**src/rtl/pti_pkg.sv**
```systemverilog
// Shared types and codes for the prefix tree insert and search block.
`timescale 1ns / 1ps
`default_nettype none

package pti_pkg;

  // Operation codes carried by every request
  localparam logic [1:0] OP_INSERT = 2'd0;
  localparam logic [1:0] OP_SEARCH = 2'd1;
  localparam logic [1:0] OP_PREFIX = 2'd2;

  localparam int LETTER_W = 5;

  // One request: one letter of a word
  typedef struct packed {
    logic [1:0]          operation;
    logic [LETTER_W-1:0] letter;
    logic                last;
    logic                empty_word;
  } req_t;

  // One result, given on the last letter of a word
  typedef struct packed {
    logic found;
    logic pool_full;
  } rsp_t;

  // Controller states
  typedef enum logic [1:0] {
    ST_CLEAR,
    ST_IDLE,
    ST_WALK,
    ST_FINISH
  } state_t;

  // Commands from controller to datapath
  typedef struct packed {
    logic clear;
    logic load;
    logic walk;
    logic finish;
  } cmd_t;

  // Status from datapath to controller
  typedef struct packed {
    logic clear_done;
    logic item_last;
    logic out_free;
  } status_t;

endpackage

`default_nettype wire

```
**src/rtl/pti_ctrl.sv**
```systemverilog
// Controller state machine that sequences clearing, letter steps and results.
`timescale 1ns / 1ps
`default_nettype none

module pti_ctrl (
  input  wire logic              clk,
  input  wire logic              rst,
  input  wire logic              req_valid,
  output logic                   req_stall,
  input  wire pti_pkg::status_t  status,
  output pti_pkg::cmd_t          cmd
);
  import pti_pkg::*;

  state_t state;
  state_t state_next;

  // Hold the state register
  always_ff @(posedge clk) begin
    if (rst) begin
      state <= ST_CLEAR;
    end else begin
      state <= state_next;
    end
  end

  // Decode next state and commands
  always_comb begin
    state_next = state;
    cmd        = '0;
    req_stall  = 1'b1;
    case (state)
      ST_CLEAR: begin
        cmd.clear = 1'b1;
        if (status.clear_done) begin
          state_next = ST_IDLE;
        end
      end
      ST_IDLE: begin
        req_stall = 1'b0;
        if (req_valid) begin
          cmd.load   = 1'b1;
          state_next = ST_WALK;
        end
      end
      ST_WALK: begin
        cmd.walk   = 1'b1;
        state_next = status.item_last ? ST_FINISH : ST_IDLE;
      end
      ST_FINISH: begin
        if (status.out_free) begin
          cmd.finish = 1'b1;
          state_next = ST_IDLE;
        end
      end
      default: begin
        state_next = ST_CLEAR;
      end
    endcase
  end

endmodule

`default_nettype wire

```
**config.mk**
```make
export PLATFORM = sky130hd
export DESIGN_NAME = pti_ctrl
export DESIGN_NICKNAME = d
export VERILOG_FILES = /design/src/rtl/pti_pkg.sv /design/src/rtl/pti_ctrl.sv
export SDC_FILE = /design/constraint.sdc
export NUM_CORES = 1
export LEC_CHECK = 0
export ABC_AREA = 0
export BUFFER_PORTS_ARGS = -buffer_cell sky130_fd_sc_hd__buf_4
export CORE_AREA = 2 2 39 41
export DETAILED_ROUTE_END_ITERATION = 7
export DIE_AREA = 0 0 41 43
export GPL_ROUTABILITY_DRIVEN = 0
export PLACE_DENSITY = 0.3
export SLEW_MARGIN = 25
export SYNTH_ARGS = -nofsm -noshare
export SYNTH_HDL_FRONTEND = slang
export SYNTH_SLANG_ARGS = --single-unit
```
**constraint.sdc**
```tcl
create_clock -name clk -period 4.87 [get_ports clk]
set_clock_uncertainty 0.2 [all_clocks]
set_input_delay 0.487 -clock clk [delete_from_list [all_inputs] [get_ports clk]]
set_output_delay 0.487 -clock clk [all_outputs]
set_load 0.005 [all_outputs]
```
==> results of run 1 <==
## final timing paths
kind / endpoint / depth (start not counted)
worst max-delay path: cmd[2] / 5
worst min-delay path: state[1]$_SDFFE_PP0P_ / 2
worst max register to register: state[0]$_SDFFE_PP0P_ / 4
worst min register to register: state[1]$_SDFFE_PP0P_ / 2
## cell families (layout without fill, tap and decap cells)
group | after synthesis | in the layout | synth area share (%)
compound gates | 2 | 2 | 8.22
fa+ha+maj | 4 | 4 | 27.4
buf+inv | 6 | 19 | 12.3
flops | 2 | 2 | 21.9
mux | 2 | 2 | 11.6
simple gates | 6 | 6 | 18.5
## per-layer routing
layer / wire length (um) / track usage [%] / vias up / part of all wire, %
met2: 182 / 7.50 / 9 / 44
met4: 0 / 4.00 / 0 / 0
met1: 180 / 7.03 / 83 / 43
met5: 0 / 0 / - / 0
li1: - / - / 96 / -
met3: 51 / 6.28 / 0 / 12
## critical path, delay by kind of cell (launching register included)
kind,cells,cell delay (ps)
and+or+nand+nor,1,50
buffers and inverters,3,290
adders and majority gates,1,230
DFF,1,380
## per-stage QoR
step	setup WS (ps)	cells	area, um2	hold WS (ps)	power (mW)
global route	2910	51	300	354	0.119
finish	3020	51	300	319	0.106
floorplan	3170	22	183	281	0.0496
global placement	3060	48	278	337	0.0717
CTS	3000	51	300	328	0.110
detailed placement	3030	48	278	321	0.0719
## report_power, final
group | internal [mW] | switching (mW)
Combinational | 0.0262 | 0.0206
Sequential | 0.0203 | 0.00323
Clock | 0.0271 | 0.00885
## placed cells by master, fill, tap and decap left out
cell type	synthesis	routed
a21oi_1	1	1
a222oi_1	1	1
and2_2	1	1
buf_4	0	10
clkbuf_4	0	3
dfxtp_1	2	2
ha_1	4	4
inv_1	6	6
mux2_1	1	1
mux2i_1	1	1
nand2b_1	1	1
nor2_1	3	3
or3b_2	1	1
## area by class of cell
| type | count | area, um2 | area share [%] |
|---|---|---|---|
| well taps | 16 | 20.0 | 6.67 |
| flip-flops and latches | 2 | 40.0 | 13.3 |
| inverters | 6 | 22.5 | 7.50 |
| clock buffers | 3 | 22.5 | 7.50 |
| repair buffers | 10 | 75.1 | 25.0 |
| multi-input cells | 14 | 120 | 40.0 |
==> out/metrics.csv, run 1 <==
metric,value,unit
status,"finished, final reports clean",
maxCapViolCount,0,
synth_area,183,um2
slew_violations,0,
yosys_warnings,0,
finalCritPeriodShare,38.1,%
synth_top_area_share,27.4,%
power.density,354,nW/um2
core-area,1380,um2
worst_pin_slew,476,ps
vias_per_cell,3.69,
crit_type,flip-flop to primary output,
cp_cell_sequence,inv_1 > ha_1 > inv_1 > nor2_1 > buf_4,
rrSetupSlack,3040,ps
finish.utilization,21.7,%
ys_top_cells_by_count,"inv_1 (6), ha_1 (4), nor2_1 (3)",
ys_seq_area_share,21.9,%
postCtsHoldBufs,0,
avgSynthCellArea,8.30,um2
ir_worst_vdd,126,uV
port_buffers,10,
die_w,41,um
crit_start,state[1]$_SDFFE_PP0P_,
arrival,1170,ps
antenna_found_initial,0,
cts-root-buf,clkbuf_4,
worstHoldStart,state[1]$_SDFFE_PP0P_,
dieArea,1760,um2
rsz0062_at_grt,no,
grt_use_total,6.41,%
diodes,0,
setup_violations,0,
critPathLaunchType,flip-flop,
synth_area_leaders,"ha_1 (27%), dfxtp_1 (22%), inv_1 (12%)",
rr_startpoint,state[1]$_SDFFE_PP0P_,
regMostFlops,state,
async_flop_share,0,%
synth_edf_count,0,
synthCells,22,
nFillCells,153,
grt_pass1_wl,683,um
grt-ovfl-total,0,
totalWireLength,414,um
dr.pass1.iters,4,
drtAntennaViolNets,0,
cts_setup_buffers,0,
hpwl,351,um
grt_start_max_net_pins,5,
io-pin-count,11,
power.leakage,0.160,nW
cts_resized,0,
reg.largest.list,state: 2 flops,
post_drt_wl_per_cell,8.12,um
slowest_delay,380,ps
critPathMostFrequentCell,inv_1,
ctsHtreeMaxLevel,1,
synth.distinct_cells,11,
vias,188,
cp-end-kind,primary output,
path_clk_slew,30,ps
ys.flop_type,dfxtp_1,
synth_area_leader_cell,ha_1,
tns,0,ps
cp_max_fo,4,
ys_ff_latch,2,
period_minus_slack,1850,ps
numCtsBuffers,3,
syn_to_final_growth,64.4,%
worstSkewPairLatency,220,ps
drc_errors,0,
hold_class,flip-flop to flip-flop,
layout-drive-gt1-share,42.9,%
dieHeight,43,um
clkSinkCount,2,
worst_path_max_delay_cell,dfxtp_1,
hold_violations,0,
nets,47,
required,4180,ps
cts_tree,done,
max_freq,539,MHz
std_cell_rows,14,
largest_reg_flops,2,
ctsLongestPathBuffers,2,
slew_headroom,68.3,%
grt_pass1_vias,170,
start_util,13.2,%
yosysMostFrequentCell,inv_1,
synth_fp_nets,32,
drt_iter0_markers,1,
Note: power is estimated with default switching activity, not from simulation.
==> inputs of run 2 (changes only) <==
- ABC_AREA: 0 -> 1
- PLACE_DENSITY: 0.3 -> 0.33
- clock period: 4.87 -> 1.9 ns (I/O delays scaled with it)
==> out/metrics.csv, run 2 <==
metric,value,unit
finalCritPeriodShare,83.3,%
power.density,1150,nW/um2
vias_per_cell,3.33,
io-pin-count,11,
grt_start_max_net_pins,5,
rsz0062_at_grt,no,
nFillCells,163,
dr.pass1.iters,1,
dpl_cell_area,325,um2
fin_ws,318,ps
ctsHtreeMaxLevel,1,
layout_commonest_cell,buf_4,
hold_violations,0,
maxCapViolCount,0,
drtAntennaViolNets,0,
grt_pass1_wl,641,um
final_cell_mix,"buf_4 (10), nand2_1 (8), inv_1 (7)",
core-area,1380,um2
std_cell_rows,14,
required,1510,ps
async_flop_share,0,%
hold_class,input port to flip-flop,
worstHoldStart,rst,
reg2reg_depth,6,
period_minus_slack,1580,ps
holdPathStages,4,
synth_area_leaders,"ha_1 (22%), dfxtp_1 (17%), bufinv_8 (15%)",
grt_pass1_vias,194,
slew_headroom,92.6,%
yosys_warnings,0,
synth_fp_nets,41,
dieHeight,43,um
endpoint,req_stall,
ys_top_cells_by_count,"nand2_1 (8), inv_1 (7), ha_1 (4), nor2_1 (4)",
status,"finished, final reports clean",
place_ws,480,ps
rr_startpoint,state[1]$_SDFFE_PP0P_,
vias,200,
power.leakage,0.212,nW
grt_use_total,6.11,%
die_w,41,um
hpwl,377,um
yosysMostFrequentCell,nand2_1,
postCtsHoldBufs,0,
worstSkewPairLatency,220,ps
totalWireLength,444,um
numCtsBuffers,3,
arrival,1190,ps
ys_ff_latch,2,
regMostFlops,state,
ir_worst_vdd,358,uV
start_util,16.6,%
cp_max_fo,3,
largest_reg_flops,2,
synth_top_area_share,21.7,%
ctsLongestPathBuffers,2,
worst_pin_slew,110,ps
drt_iter0_markers,0,
port_buffers,10,
slew_violations,0,
post_drt_wl_per_cell,7.40,um
nets,56,
max_freq,632,MHz
r2r_end,state[1]$_SDFFE_PP0P_,
cts_tree,done,
critPathLaunchType,flip-flop,
antenna_found_initial,0,
cp-end-kind,primary output,
syn_to_final_growth,51.1,%
drc_errors,0,
reg.largest.list,state: 2 flops,
cts_resized,0,
synth.distinct_cells,9,
synth_area,230,um2
crit_type,flip-flop to primary output,
clkSinkCount,2,
rrSetupSlack,490,ps
synthCells,31,
crit_start,state[1]$_SDFFE_PP0P_,
cts-root-buf,clkbuf_4,
grt-ovfl-total,0,
synth_area_leader_cell,ha_1,
cts_setup_buffers,0,
tns,0,ps
diodes,0,
avgSynthCellArea,7.43,um2
setup_violations,0,
dieArea,1760,um2
layout-drive-gt1-share,43.2,%
fin_area,348,um2
ys.flop_type,dfxtp_1,
holdWs,18.4,ps
ys_seq_area_share,17.4,%
path_clk_slew,30,ps
synth_edf_count,0,
run 2: power breakdown:
part | internal (mW) | total (mW) | switching (mW)
clock | 0.0697 | 0.0935 | 0.0239
combinational | 0.143 | 0.237 | 0.0946
sequential | 0.0576 | 0.0694 | 0.0118
run 2: critical path, stage by stage, from the launching register on:
cell and delay (ps):
dfxtp_1 350, bufinv_8 190, ha_1 200, inv_1 110, buf_4 120
run 2: logic make-up after synthesis:
family / synth area share (%)
flip-flops: 17.4
adder cells (fa/ha/maj): 21.7
buffers and inverters: 26.6
AND/OR/NAND/NOR: 29.3
AO/OA/AOI/OAI: 4.89
run 2: layout make-up:
cell class	instances	area (um2)	share of cell area (%)
multi-input combinational	20	129	37.1
timing repair buffer	10	75.1	21.6
inverter	9	61.3	17.6
sequential	2	40.0	11.5
clock buffer	3	22.5	6.47
tap	16	20.0	5.76
run 2: worst min-delay path by stage:
| stage | slack [ps] | end |
|---|---|---|
| final | 20 | state[0]$_SDFFE_PP0P_ |
| after global routing | 40 | state[1]$_SDFFE_PP0P_ |
| after CTS | 7 | state[1]$_SDFFE_PP0P_ |
| after detailed placement | 250 | state[1]$_SDFFE_PP0P_ |
| after global placement | 250 | state[0]$_SDFFE_PP0P_ |
| after floorplan | 150 | state[1]$_SDFFE_PP0P_ |
run 2: metal layers:
layer	global-route usage (%)	share of wire (%)	vias to the layer above
met3	3.14	11	0
met4	8.00	0	0
met2	8.44	50	8
met1	5.11	39	78
li1	-	-	114
met5	0	0	-
run 2: per-stage QoR:
stage	util (%)	std cells	total power, mW
after floorplan	-	31	0.235
after global placement	23.5	57	0.316
after detailed placement	23.5	57	0.314
after CTS	25.1	60	0.414
after global routing	25.1	60	0.444
final	25.1	60	0.400
==> inputs of run 3 (changes only) <==
- ABC_AREA: 1 -> 0
- PLACE_DENSITY: 0.33 -> 0.3
- clock period: 1.9 -> 1.3 ns (I/O delays scaled with it)
==> out/metrics.csv, run 3 (synthesized netlist as in run 1, its figures left out) <==
metric,value,unit
fin_cells,59,
numCtsBuffers,3,
arrival,1520,ps
grt_use_total,7.61,%
switching_share,29.5,%
violations,setup timing,
layout_commonest_cell,buf_4,
vias,223,
grt_start_max_net_pins,5,
worst_path_max_delay_cell,dfxtp_2,
share_comb_of_total_power,61.7,%
hold_violations,0,
crit_type,flip-flop to flip-flop,
power.density,1390,nW/um2
dr.pass1.iters,4,
period_minus_slack,1620,ps
clkSinkCount,2,
diodes,0,
postCtsHoldBufs,0,
slowest_delay,340,ps
seqPwrFrac,15.8,%
multi_input_area,160,um2
rsz0062_at_grt,yes,
status,"finished, violations left",
seqCellArea,42.5,um2
vias_per_cell,3.78,
drc_errors,0,
maxCapViolCount,0,
path_buf_inv,2,
cp_cell_sequence,inv_2 > ha_4 > a222oi_1 > buf_4 > mux2_4,
hpwl,402,um
hold_class,input port to flip-flop,
layout-drive-gt1-share,79.1,%
dieArea,1760,um2
cp_max_fo,3,
place_ws,-320,ps
power.leakage,0.209,nW
ctsLongestPathBuffers,2,
nets,55,
fin_ws,-319,ps
power.switching,176,uW
cts_tree,done,
final_cell_mix,"buf_4 (11), buf_6 (7), inv_2 (3), inv_1 (3), clkbuf_4 (3)",
cp-end-kind,flip-flop,
cts-root-buf,clkbuf_4,
p_int,421,uW
max_freq,618,MHz
grt_pass1_vias,236,
drtAntennaViolNets,0,
dp.cells,54,
rrSetupSlack,-320,ps
required,1200,ps
slew_violations,0,
finalCritPeriodShare,125,%
die_w,41,um
post_drt_wl_per_cell,8.59,um
core-area,1380,um2
reg.largest.list,state: 2 flops,
io-pin-count,11,
std_cell_rows,14,
cpLargestDelayFamily,flip-flops,
path_clk_slew,30,ps
drt_iter0_markers,2,
ir_worst_vdd,394,uV
port_buffers,10,
regMostFlops,state,
clock_power_share,22.5,%
ctsHtreeMaxLevel,1,
holdWs,5.02,ps
grt_pass1_wl,855,um
syn_to_final_growth,135,%
worstSkewPairLatency,220,ps
grt-ovfl-total,0,
worst_pin_slew,279,ps
setup_violations,6,
largest_reg_flops,2,
totalWireLength,507,um
slew_headroom,81.4,%
nFillCells,154,
antenna_found_initial,0,
start_util,13.2,%
dieHeight,43,um
critPathLaunchType,flip-flop,
[run 3: cell type report]
cell class                 instances  area share [%]
timing repair buffer              18            37.6
multi-input combinational         14            37.3
sequential                         2            9.91
clock buffer                       3            5.25
inverter                           6            5.25
tap                               16            4.66
[run 3: final timing paths]
path	start	to	cells after the start
worst max-delay path	state[0]$_SDFFE_PP0P_	state[0]$_SDFFE_PP0P_	5
worst min-delay path	rst	state[1]$_SDFFE_PP0P_	3
worst max register to register	state[0]$_SDFFE_PP0P_	state[0]$_SDFFE_PP0P_	5
worst min register to register	state[1]$_SDFFE_PP0P_	state[1]$_SDFFE_PP0P_	3
[run 3: power by group through the flow]
stage               combinational, mW  clock, mW  sequential (mW)
detailed placement              0.271          0           0.0957
global route                    0.401      0.147           0.0960
CTS                             0.343      0.146           0.0947
global placement                0.273          0           0.0957
finish                          0.369      0.135           0.0945
floorplan                       0.120          0           0.0926
[run 3: stage by stage]
stage               total power [mW]  utilization [%]  instance area (um2)  TNS [ps]
CTS                            0.583             29.7                  412     -1230
global route                   0.644             31.0                  429     -1440
floorplan                      0.212                -                  205      -403
detailed placement             0.366             25.0                  345      -604
global placement               0.368             25.0                  345      -591
finish                         0.598             31.0                  429     -1070
[run 3: timing repair]
item | in CTS | in global routing
pin swaps | 2 | 3
gates resized for setup | 8 | 6
buffers inserted | 3 | 1
setup endpoints to repair | 7 | 7
endpoints found under the hold margin | 0 | 0
[run 3: worst register-to-register path: cells and delay by family (launching register included)]
kind | cells | cell delay (ps)
adder cells (fa/ha/maj) | 1 | 150
multiplexers | 1 | 290
flip-flops | 1 | 340
AO/OA/AOI/OAI | 1 | 280
buffers and inverters | 2 | 240
[run 3: metal layers]
layer	up-vias	wire length (um)	global-route usage, %	share of wire [%]
met1	106	192	7.32	38
met5	-	0	0	0
li1	112	-	-	-
met2	5	294	10.9	58
met3	0	20	3.14	3.9
met4	0	0	8.00	0
